File: config.mk
export PLATFORM = sky130hd
export DESIGN_NAME = md5_byte_stream_hasher
export DESIGN_NICKNAME = d
export VERILOG_FILES = /design/src/rtl/core/md5h_pkg.sv /design/src/rtl/core/md5h_front.sv /design/src/rtl/core/md5h_back.sv /design/src/rtl/core/md5_byte_stream_hasher.sv
export SDC_FILE = /design/constraint.sdc
export NUM_CORES = 2
export LEC_CHECK = 0
export BUFFER_PORTS_ARGS = -buffer_cell sky130_fd_sc_hd__clkbuf_2
export CORE_ASPECT_RATIO = 0.75
export CORE_MARGIN = 3
export CORE_UTILIZATION = 60
export DETAILED_ROUTE_END_ITERATION = 8
export PLACE_DENSITY = 0.77
export SLEW_MARGIN = 20
export SYNTH_ARGS = -nofsm -noshare
export SYNTH_HDL_FRONTEND = slang
export SYNTH_HIERARCHICAL = 1
export SYNTH_SLANG_ARGS = --single-unit
File: constraint.sdc
create_clock -name clk -period 19.5 [get_ports clk]
set_input_delay 0.975 -clock clk [delete_from_list [all_inputs] [get_ports clk]]
set_output_delay 0.975 -clock clk [all_outputs]
set_load 0.005 [all_outputs]
File: src/rtl/core/md5h_pkg.sv
// MD5 byte-stream hasher: shared types, constants and round tables.
// Used by every module of the block; depends on nothing.
`default_nettype none
package md5h_pkg;

  typedef struct packed {
    logic       op;
    logic [7:0] data_byte;
  } md5h_in_t;

  typedef struct packed {
    logic [31:0] digest_word;
    logic [1:0]  word_index;
    logic        last_word;
  } md5h_out_t;

  localparam logic OP_APPEND = 1'b0;
  localparam logic OP_FINISH = 1'b1;

  localparam logic [31:0] IV_A = 32'h67452301;
  localparam logic [31:0] IV_B = 32'hEFCDAB89;
  localparam logic [31:0] IV_C = 32'h98BADCFE;
  localparam logic [31:0] IV_D = 32'h10325476;

  localparam logic [7:0] PAD_BYTE = 8'h80;
  localparam int unsigned QDEPTH = 4;

  typedef enum logic [2:0] {
    BK_IDLE,
    BK_FILL,
    BK_ROUND,
    BK_ADD,
    BK_EMIT
  } bk_state_t;

  function automatic logic [31:0] round_k(input logic [5:0] r);
    logic [31:0] k;
    begin
      case (r)
        6'd0: k = 32'hD76AA478; 6'd1: k = 32'hE8C7B756; 6'd2: k = 32'h242070DB;
        6'd3: k = 32'hC1BDCEEE; 6'd4: k = 32'hF57C0FAF; 6'd5: k = 32'h4787C62A;
        6'd6: k = 32'hA8304613; 6'd7: k = 32'hFD469501; 6'd8: k = 32'h698098D8;
        6'd9: k = 32'h8B44F7AF; 6'd10: k = 32'hFFFF5BB1; 6'd11: k = 32'h895CD7BE;
        6'd12: k = 32'h6B901122; 6'd13: k = 32'hFD987193; 6'd14: k = 32'hA679438E;
        6'd15: k = 32'h49B40821; 6'd16: k = 32'hF61E2562; 6'd17: k = 32'hC040B340;
        6'd18: k = 32'h265E5A51; 6'd19: k = 32'hE9B6C7AA; 6'd20: k = 32'hD62F105D;
        6'd21: k = 32'h02441453; 6'd22: k = 32'hD8A1E681; 6'd23: k = 32'hE7D3FBC8;
        6'd24: k = 32'h21E1CDE6; 6'd25: k = 32'hC33707D6; 6'd26: k = 32'hF4D50D87;
        6'd27: k = 32'h455A14ED; 6'd28: k = 32'hA9E3E905; 6'd29: k = 32'hFCEFA3F8;
        6'd30: k = 32'h676F02D9; 6'd31: k = 32'h8D2A4C8A; 6'd32: k = 32'hFFFA3942;
        6'd33: k = 32'h8771F681; 6'd34: k = 32'h6D9D6122; 6'd35: k = 32'hFDE5380C;
        6'd36: k = 32'hA4BEEA44; 6'd37: k = 32'h4BDECFA9; 6'd38: k = 32'hF6BB4B60;
        6'd39: k = 32'hBEBFBC70; 6'd40: k = 32'h289B7EC6; 6'd41: k = 32'hEAA127FA;
        6'd42: k = 32'hD4EF3085; 6'd43: k = 32'h04881D05; 6'd44: k = 32'hD9D4D039;
        6'd45: k = 32'hE6DB99E5; 6'd46: k = 32'h1FA27CF8; 6'd47: k = 32'hC4AC5665;
        6'd48: k = 32'hF4292244; 6'd49: k = 32'h432AFF97; 6'd50: k = 32'hAB9423A7;
        6'd51: k = 32'hFC93A039; 6'd52: k = 32'h655B59C3; 6'd53: k = 32'h8F0CCC92;
        6'd54: k = 32'hFFEFF47D; 6'd55: k = 32'h85845DD1; 6'd56: k = 32'h6FA87E4F;
        6'd57: k = 32'hFE2CE6E0; 6'd58: k = 32'hA3014314; 6'd59: k = 32'h4E0811A1;
        6'd60: k = 32'hF7537E82; 6'd61: k = 32'hBD3AF235; 6'd62: k = 32'h2AD7D2BB;
        default: k = 32'hEB86D391;
      endcase
      return k;
    end
  endfunction

  // Rotate amount by round group and round low bits.
  function automatic logic [4:0] round_s(input logic [5:0] r);
    logic [4:0] s;
    begin
      case ({r[5:4], r[1:0]})
        4'd0: s = 5'd7;   4'd1: s = 5'd12;  4'd2: s = 5'd17;  4'd3: s = 5'd22;
        4'd4: s = 5'd5;   4'd5: s = 5'd9;   4'd6: s = 5'd14;  4'd7: s = 5'd20;
        4'd8: s = 5'd4;   4'd9: s = 5'd11;  4'd10: s = 5'd16; 4'd11: s = 5'd23;
        4'd12: s = 5'd6;  4'd13: s = 5'd10; 4'd14: s = 5'd15; default: s = 5'd21;
      endcase
      return s;
    end
  endfunction

  // Message word index per round.
  function automatic logic [3:0] round_g(input logic [5:0] r);
    logic [3:0] g;
    logic [7:0] t;
    begin
      t = 8'd0;
      case (r[5:4])
        2'd0: t = {4'd0, r[3:0]};
        2'd1: t = 8'd5 * {2'd0, r} + 8'd1;
        2'd2: t = 8'd3 * {2'd0, r} + 8'd5;
        default: t = 8'd7 * {2'd0, r};
      endcase
      g = t[3:0];
      return g;
    end
  endfunction

endpackage
`default_nettype wire

File: src/rtl/core/md5h_front.sv
// MD5 hasher front end: accepts items into a short transfer queue.
// Depends on md5h_pkg.
`default_nettype none
module md5h_front (
  input  wire logic               clk,
  input  wire logic               rst_n,
  input  wire logic               in_valid,
  output logic                    in_stall,
  input  wire md5h_pkg::md5h_in_t in_data,
  output logic                    q_valid,
  output md5h_pkg::md5h_in_t      q_data,
  input  wire logic               q_pop
);
  import md5h_pkg::*;

  localparam int AW = $clog2(QDEPTH);

  md5h_in_t       mem_r [QDEPTH];
  logic [AW-1:0]  wp_r, rp_r;
  logic [AW:0]    cnt_r;
  logic           push, pop;

  assign in_stall = (cnt_r == (AW+1)'(QDEPTH));
  assign push     = in_valid && !in_stall;
  assign q_valid  = (cnt_r != '0);
  assign pop      = q_pop && q_valid;
  assign q_data   = mem_r[rp_r];

  // Queue storage
  always_ff @(posedge clk) begin
    if (push) mem_r[wp_r] <= in_data;
  end

  // Queue pointers
  always_ff @(posedge clk) begin
    if (!rst_n) begin
      wp_r  <= '0;
      rp_r  <= '0;
      cnt_r <= '0;
    end else begin
      if (push) wp_r <= wp_r + 1'b1;
      if (pop)  rp_r <= rp_r + 1'b1;
      cnt_r <= cnt_r + (AW+1)'(push) - (AW+1)'(pop);
    end
  end
endmodule
`default_nettype wire

File: src/rtl/core/md5h_back.sv
// MD5 hasher back end: block buffer, padding, 64-round compression, digest output.
// Depends on md5h_pkg.
`default_nettype none
module md5h_back (
  input  wire logic               clk,
  input  wire logic               rst_n,
  input  wire logic               q_valid,
  input  wire md5h_pkg::md5h_in_t q_data,
  output logic                    q_pop,
  output logic                    out_valid,
  input  wire logic               out_stall,
  output md5h_pkg::md5h_out_t     out_data
);
  import md5h_pkg::*;

  bk_state_t    st_r, st_nxt;
  logic [31:0]  blk_r [16];
  logic [31:0]  h_r [4];
  logic [31:0]  a_r, b_r, c_r, d_r;
  logic [63:0]  cnt_r;
  logic [5:0]   rnd_r;
  logic [5:0]   fpos_r;      // padding fill position
  logic         fin_r;       // compressing for a finish
  logic         second_r;    // a length-only block follows
  logic [1:0]   widx_r;

  // Round datapath
  logic [31:0] f, sum, rot, msg;
  logic [4:0]  s;
  always_comb begin
    unique case (rnd_r[5:4])
      2'd0: f = d_r ^ (b_r & (c_r ^ d_r));
      2'd1: f = c_r ^ (d_r & (b_r ^ c_r));
      2'd2: f = b_r ^ c_r ^ d_r;
      default: f = c_r ^ (b_r | ~d_r);
    endcase
    msg = blk_r[round_g(rnd_r)];
    s   = round_s(rnd_r);
    sum = a_r + f + round_k(rnd_r) + msg;
    rot = (sum << s) | (sum >> (6'd32 - {1'b0, s}));
  end

  logic [63:0] bits;
  assign bits = {cnt_r[60:0], 3'b000};

  assign q_pop     = (st_r == BK_IDLE) && q_valid;
  assign out_valid = (st_r == BK_EMIT);
  assign out_data  = '{digest_word: h_r[widx_r], word_index: widx_r,
                       last_word: (widx_r == 2'd3)};

  // Next state
  always_comb begin
    st_nxt = st_r;
    unique case (st_r)
      BK_IDLE: begin
        if (q_valid) begin
          if (q_data.op == OP_FINISH) st_nxt = BK_FILL;
          else if (cnt_r[5:0] == 6'd63) st_nxt = BK_ROUND;
        end
      end
      BK_FILL:  if (fpos_r == 6'd63) st_nxt = BK_ROUND;
      BK_ROUND: if (rnd_r == 6'd63) st_nxt = BK_ADD;
      BK_ADD: begin
        if (second_r) st_nxt = BK_ROUND;
        else if (fin_r) st_nxt = BK_EMIT;
        else st_nxt = BK_IDLE;
      end
      BK_EMIT:  if (!out_stall && widx_r == 2'd3) st_nxt = BK_IDLE;
      default:  st_nxt = BK_IDLE;
    endcase
  end

  always_ff @(posedge clk) begin
    if (!rst_n) st_r <= BK_IDLE;
    else        st_r <= st_nxt;
  end

  // Control and chaining state
  always_ff @(posedge clk) begin
    if (!rst_n) begin
      cnt_r    <= '0;
      rnd_r    <= '0;
      fpos_r   <= '0;
      fin_r    <= 1'b0;
      second_r <= 1'b0;
      widx_r   <= '0;
      h_r[0] <= IV_A; h_r[1] <= IV_B; h_r[2] <= IV_C; h_r[3] <= IV_D;
    end else begin
      unique case (st_r)
        BK_IDLE: begin
          rnd_r <= '0;
          if (q_valid) begin
            if (q_data.op == OP_FINISH) begin
              fin_r  <= 1'b1;
              fpos_r <= cnt_r[5:0];
            end else begin
              fin_r <= 1'b0;
              cnt_r <= cnt_r + 64'd1;
            end
          end
        end
        BK_FILL: begin
          fpos_r <= fpos_r + 6'd1;
          if (fpos_r == 6'd63) second_r <= (cnt_r[5:0] >= 6'd56);
        end
        BK_ROUND: rnd_r <= rnd_r + 6'd1;
        BK_ADD: begin
          h_r[0] <= h_r[0] + a_r; h_r[1] <= h_r[1] + b_r;
          h_r[2] <= h_r[2] + c_r; h_r[3] <= h_r[3] + d_r;
          second_r <= 1'b0;
          widx_r   <= '0;
        end
        BK_EMIT: begin
          if (!out_stall) begin
            widx_r <= widx_r + 2'd1;
            if (widx_r == 2'd3) begin
              h_r[0] <= IV_A; h_r[1] <= IV_B; h_r[2] <= IV_C; h_r[3] <= IV_D;
              cnt_r <= '0;
              fin_r <= 1'b0;
            end
          end
        end
        default: ;
      endcase
    end
  end

  // Working variables
  always_ff @(posedge clk) begin
    if (st_r == BK_ROUND) begin
      a_r <= d_r; d_r <= c_r; c_r <= b_r; b_r <= b_r + rot;
    end else begin
      a_r <= (st_r == BK_ADD) ? h_r[0] + a_r : h_r[0];
      b_r <= (st_r == BK_ADD) ? h_r[1] + b_r : h_r[1];
      c_r <= (st_r == BK_ADD) ? h_r[2] + c_r : h_r[2];
      d_r <= (st_r == BK_ADD) ? h_r[3] + d_r : h_r[3];
    end
  end

  // Block buffer writes
  always_ff @(posedge clk) begin
    if (st_r == BK_IDLE && q_valid && q_data.op == OP_APPEND) begin
      blk_r[cnt_r[5:2]][cnt_r[1:0]*8 +: 8] <= q_data.data_byte;
    end else if (st_r == BK_FILL) begin
      blk_r[fpos_r[5:2]][fpos_r[1:0]*8 +: 8] <=
        (fpos_r == cnt_r[5:0]) ? PAD_BYTE : 8'h00;
      if (fpos_r == 6'd63 && cnt_r[5:0] < 6'd56) begin
        blk_r[14] <= bits[31:0];
        blk_r[15] <= bits[63:32];
      end
    end else if (st_r == BK_ADD && second_r) begin
      for (int i = 0; i < 14; i++) blk_r[i] <= '0;
      blk_r[14] <= bits[31:0];
      blk_r[15] <= bits[63:32];
    end
  end
endmodule
`default_nettype wire

File: src/rtl/core/md5_byte_stream_hasher.sv
// MD5 byte-stream hasher, top level: front queue feeding the compression back end.
// Operation: an append is stored in the block buffer, and one that completes a block starts
// 64 rounds in one shared round unit plus an add; a finish pads the block from its fill
// position, compresses one or two blocks, then gives 4 result transfers.
// Throughput: one byte per cycle inside a block while the back end is idle; a 4-entry
// queue decouples input. Reset (rst_n, sync, active low) loads the IV, clears count, queue.
`default_nettype none
module md5_byte_stream_hasher (
  input  wire logic                clk,
  input  wire logic                rst_n,
  input  wire logic                in_valid,
  output logic                     in_stall,
  input  wire md5h_pkg::md5h_in_t  in_data,
  output logic                     out_valid,
  input  wire logic                out_stall,
  output md5h_pkg::md5h_out_t      out_data
);
  import md5h_pkg::*;

  logic     q_valid, q_pop;
  md5h_in_t q_data;

  md5h_front u_front (
    .clk, .rst_n, .in_valid, .in_stall, .in_data,
    .q_valid, .q_data, .q_pop
  );

  md5h_back u_back (
    .clk, .rst_n, .q_valid, .q_data, .q_pop,
    .out_valid, .out_stall, .out_data
  );
endmodule
`default_nettype wire

Word level (Yosys, flattened, before mapping)
Memory sizes are Yosys's and may differ from the RTL's. A register that Yosys moved wholly into a read port is not among the register bits.
Index checks and enable logic that the tools add are counted.
W data, S select, Z words.
- register bits: 218
- memory bits (writable): 676
- bits in read-only memories: 2128
- input bits: 13
- output and inout port bits: 37
- logic and storage cells: 205
- memories kept: 5
- memory list (memory ; depth ; bits a word ; rd ports ; clocked after memory_dff ; write ports ; RTL line ; source):
    (no name shown) ; 64 ; 32 ; 1 ; 1 ; 0 ; md5h_pkg.sv:39 ; case (r)
    u_back.blk_r ; 16 ; 32 ; 1 ; 0 ; 16 ; md5h_back.sv:17 ; logic [31:0] blk_r [16];
    u_back.h_r ; 4 ; 32 ; 5 ; 1 ; 4 ; md5h_back.sv:18 ; logic [31:0] h_r [4];
    (no name shown) ; 16 ; 5 ; 1 ; 1 ; 0 ; md5h_pkg.sv:71 ; case ({r[5:4], r[1:0]})
    u_front.mem_r ; 4 ; 9 ; 1 ; 1 ; 1 ; md5h_front.sv:18 ; md5h_in_t mem_r [QDEPTH];
- $add $sub $neg: 21
- multiply operators: 3
- $lt $le $gt $ge: 2
- equal/unequal tests: 21
- shifts and indexed selects: 6
- muxes and demuxes: 86
- bitwise operators: 22
- reductions and logical operators: 25
- operators by type and width (operator ; count):
    $mux W32 ; 24
    $add A32 B32 Y32 ; 8
    $mux W64 ; 4
    $xor A32 B32 Y32 ; 6
    $pmux W64 S2 ; 1
    $pmux W32 S3 ; 1
    $neg A5 Y34 ; 2
    $shift A8 B34 Y32 const A ; 2
    $shiftx A8 B34 Y32 ; 2
    $add A64 B1 Y64 const B ; 1
    $and A32 B32 Y32 ; 2
    $or A32 B32 Y32 ; 2
    $reduce_or A32 Y1 ; 2
    $not A32 Y32 ; 1
    $shl A32 B5 Y32 ; 1
    $shr A32 B6 Y32 ; 1
    $mux W1 ; 27
    $mux W3 ; 8
    $mux W6 ; 4
    $pmux W6 S2 ; 2
    $eq A6 B6 Y1 const B ; 3
    $mux W4 ; 4
    $pmux W3 S5 ; 1
    $add A6 B1 Y6 const B ; 2
    36 further kinds ; 75

Longest topological paths before layout
- word-level depth: 11
- depth in mapped cells: 45

By module
Netlist, hierarchy kept.
- modules (own cells, without submodules) (module ; instances ; cells each ; area each (um2)):
    md5h_back ; 1 ; 6778 ; 57227.4
    md5h_front ; 1 ; 96 ; 1780.5

Worst setup path before layout
Ideal clock, no wire load.
- path kind: flip-flop to flip-flop
- start: reg u_back.rnd_r[0]
- end: reg u_back.b_r[31]
- data arrival time: 10.503 ns
- required time: 19.427 ns
- setup slack: 8.924 ns
- stages on the path, launching flop included: 42
- cells stage by stage: dfxtp_1 -> ha_1 -> inv_1 -> fa_1 -> xnor3_1 -> o21a_1 -> o21a_1 -> nor2_1 -> clkbuf_1 -> clkbuf_1 -> clkbuf_1 -> mux2i_1 -> a21oi_1 -> fa_1 -> inv_1 -> fa_1 -> inv_1 -> ha_1 -> (+6 left out) -> xnor2_1 -> mux4_1 -> mux2_2 -> a22oi_1 -> nand3_1 -> ha_1 -> a21o_1 -> a2111oi_1 -> nand2b_1 -> a41o_1 -> a311oi_1 -> o21ai_0 -> o21ba_2 -> and2_1 -> or3_1 -> a21oi_1 -> xnor3_1 -> o211ai_2
- word-level cells in the longest chain between the ends: 9
- elaborated cells on any way between the ends: 13
- those cells by class: 4 x add/sub; 3 x mul; 2 x shift; 2 x mux; 1 x bitwise; 1 x memory
- RTL lines (element ; RTL line ; source):
    from (decl) ; md5h_back.sv:21 ; logic [5:0] rnd_r;
    from (signal assigned) ; md5h_back.sv:106 ; BK_ROUND: rnd_r <= rnd_r + 6'd1;
    $mul A2 B6 Y4 / $mul A3 B6 Y4 (equally long branches) ; md5h_pkg.sv:90, md5h_pkg.sv:89 ;
    $add A4 B3 Y4 / $add A4 B1 Y4 (equally long branches) ; md5h_pkg.sv:90, md5h_pkg.sv:89 ;
    $pmux W4 S3 (*) ; md5h_pkg.sv:87 ; case (r[5:4])
    $mem_v2 Z16 W32 (*) ; -- ;
    $add A32 B32 Y32 (*) ; md5h_back.sv:39 ; sum = a_r + f + round_k(rnd_r) + msg;
    $shr A32 B6 Y32 / $shl A32 B5 Y32 (equally long branches) ; md5h_back.sv:40 ; rot = (sum << s) | (sum >> (6'd32 - {1'b0, s}));
    $or A32 B32 Y32 (*) ; md5h_back.sv:40 ;
    $add A32 B32 Y32 (*) ; md5h_back.sv:131 ; a_r <= d_r; d_r <= c_r; c_r <= b_r; b_r <= b_r + rot;
    $mux W32 (*) ; md5h_back.sv:130 ; if (st_r == BK_ROUND) begin
    to (signal assigned) ; md5h_back.sv:131 ;
    to (signal assigned) ; md5h_back.sv:134 ; b_r <= (st_r == BK_ADD) ? h_r[1] + b_r : h_r[1];
    to (decl) ; md5h_back.sv:19 ; logic [31:0] a_r, b_r, c_r, d_r;
Every way passes the cells marked *; elsewhere a longest branch is shown, timed or not.
A chain may end at the register's enable or synchronous reset.

Worst setup path after layout
Ends and elaborated chain as after synthesis.

==> impl_metrics.toml <==
[status]
outcome = "finished, final reports clean"

[setup_path]
crit_fanout = 53
crit_top_cell = "fa_1"
cp-start-kind = "flip-flop"
max_stage_delay_ps = 680
cp_data_arrival_time_ps = 13290
criticalPathCategory = "reg -> reg"
end_kind = "flip-flop"
required_ps = 20110
crit_slowest_cell = "buf_4"

[logic_synthesis]
synth_top_cell_area_share = 0.262
async_flop_share = 0
synth_area_per_cell_um2 = 8.58
synth_edf_count = 161
synth_area_leaders = "dfxtp_1 26%, edfxtp_1 8.2%, nor2_1 7.1%"
synth_commonest_cells = "1115 x nor2_1, 771 x dfxtp_1, 629 x nand2_1, 628 x a21oi_1, 402 x mux2i_1"
netlist_instances = 6874
yosys.area.top_type = "dfxtp_1"
synthFlopType = "dfxtp_1"
ys_seq_area_frac = 0.344
synth_area_um2 = 59000
synth-seq-cells = 932
yosysWarningCount = 6
synth.distinct_cells = 111
yosysMostFrequentCell = "nor2_1"
synth.net_count = 7186

[clock_tree]
cts.repair.resized = 0
clockBufferDepth = 3
cts_tree = "built"
holdBufCountCts = 0
cts_buffers = 91
cts_sinks = 932
clk_pin_slew_worst_paths_ps = 70
h-tree-depth = 3
clk_latency_ps = 720
post_cts_buffers = 0
cts-root-buf = "clkbuf_16"

[routing]
vias = 53400
drt-total-wl_um = 198000
via_per_inst = 6.64
first_pass_iters = 9
wl_per_cell_um = 24.6
antenna_left = 0
drtIter0Drc = 8326
drc = 0

[sta]
fin_setup_tns_ps = 0
fmax_mhz = 78.9
finalSetupViolCount = 0
tightest_slew_ps = 1260
period_needed_ps = 12680
slew_headroom = 0.158
finalCritPeriodShare = 0.650
finClkSkew_ps = 53.1
final_hold_viol_count = 0
slew_violations = 0
rsz0062_at_grt = "false"

[global_route]
antenna_found_initial = 6
grt.overflow.total = 0
grt_pass1_wl_um = 298000
grt.total_usage = 0.374
grt_max_degree = 231
grt_pass1_vias = 48500

[placement]
port_buffers = 49
place.gp.congestion = 1.04
hpwl_um = 142000

[floorplanning]
fp-row-count = 98
num_io_pins = 50
die_height_um = 278
die_x_um = 368
dieArea_um2 = 102000
core_area_um2 = 96400
initial_core_util = 0.612

[cells_and_area]
n_fill_cell = 7939
nets = 6971
drive_above_1_share = 0.0912
syn2layout_area_growth_pct = 6.88

[job]
drv_cap = 0

[min_path]
hp-class = "reg -> reg"
## logic make-up after synthesis
| kind of cell | synth area share |
|---|---|
| XOR/XNOR | 0.0412 |
| flip-flops | 0.344 |
| AND/OR/NAND/NOR | 0.174 |
| AO/OA/AOI/OAI | 0.177 |
| multiplexers | 0.144 |
| adder cells (fa/ha/maj) | 0.0725 |
| buffers and inverters | 0.0487 |
## through the flow
step / util / instance area, um^2 / setup slack, ps / instances / hold slack (ps)
6_report: 0.654 / 63100 / 6820 / 8035 / 487
5_1_grt: 0.654 / 63100 / 6130 / 8033 / 486
4_1_cts: 0.654 / 63000 / 7080 / 8033 / 465
3_5_place_dp: 0.622 / 59900 / 7190 / 7866 / 473
3_3_place_gp: 0.622 / 59900 / 7610 / 7866 / 453
2_1_floorplan: - / 59000 / 8920 / 6874 / 443
## registers in the layout (all words and copies together), names as in the netlist, named ones only
register and flops:
u_front/rp_r 2, u_back/fin_r 1, u_back/cnt_r 61, u_front/wp_r 2
u_front/mem_r 36, u_back/rnd_r 6, u_back/st_r 3, u_back/s 5
u_back/blk_r 512, u_back/widx_r 2, u_back/a_r 32, u_back/d_r 32
u_back/c_r 32, u_back/h_r 128, u_front/cnt_r 3, u_back/fpos_r 6
u_back/b_r 32, u_back/second_r 1
## layout by cell type (no fill, tap or decap), drive strengths merged, types with 29 or more instances in the layout
cell | netlist | final
nor2 | 1115 | 1115
dfxtp | 771 | 771
nand2 | 631 | 631
a21oi | 629 | 629
mux2i | 402 | 402
o21ai | 379 | 379
inv | 244 | 252
ha | 229 | 229
mux4 | 187 | 187
clkbuf | 389 | 170
edfxtp | 161 | 161
xor2 | 153 | 153
nor3 | 143 | 143
a211oi | 141 | 141
xnor2 | 117 | 117
buf | 69 | 101
nand3 | 97 | 97
a21o | 95 | 95
a31oi | 85 | 85
fa | 70 | 70
and2 | 63 | 63
o211ai | 54 | 54
nor2b | 50 | 50
or3 | 46 | 46
and3 | 42 | 42
nand2b | 39 | 39
o21a | 37 | 37
clkinv | 7 | 37
a22oi | 35 | 35
nor3b | 32 | 32
or2 | 31 | 31
o22ai | 29 | 29
## cell type report
| type | count | area (um^2) | share of cell area |
|---|---|---|---|
| Clock inverter | 46 | 504 | 0.00800 |
| Inverter | 251 | 942 | 0.0149 |
| Tap cell | 1300 | 1630 | 0.0258 |
| Antenna cell | 2 | 5.00 | 0.0000794 |
| Sequential cell | 932 | 20300 | 0.322 |
| Timing Repair Buffer | 150 | 1050 | 0.0167 |
| Multi-Input combinational cell | 5233 | 36100 | 0.572 |
| Clock buffer | 121 | 2590 | 0.0411 |
## layer usage
metal	vias up	wire length, um	GRT usage
met2	3453	78300	0.509
met4	6	5960	0.104
met5	-	42	0
met1	25500	85300	0.571
li1	24000	-	-
met3	396	28200	0.108
## worst paths after layout
path | start | endpoint | slack, ps | cells past startpoint
worst max-delay path | u_back/rnd_r[0] | u_back/b_r[31] | 6820 | 42
worst min-delay path | u_back/blk_r[11][15] | u_back/blk_r[11][15] | 490 | 2
worst max register to register | u_back/rnd_r[0] | u_back/b_r[31] | 6820 | 42
worst min register to register | u_back/blk_r[11][15] | u_back/blk_r[11][15] | 490 | 2
## critical path: cells and delay by family (launching register included)
kind	cells	cell delay (ps)
AOI/OAI and AO/OA	22	5850
xor gates and xnor gates	2	570
adders and majority gates	6	2620
buffers and inverters	5	1380
DFF	1	520
and+or+nand+nor	7	1590
Power is left out: the tool's default activity adds up to more than one toggle a clock period on the data nets, which glitch-free logic cannot reach.
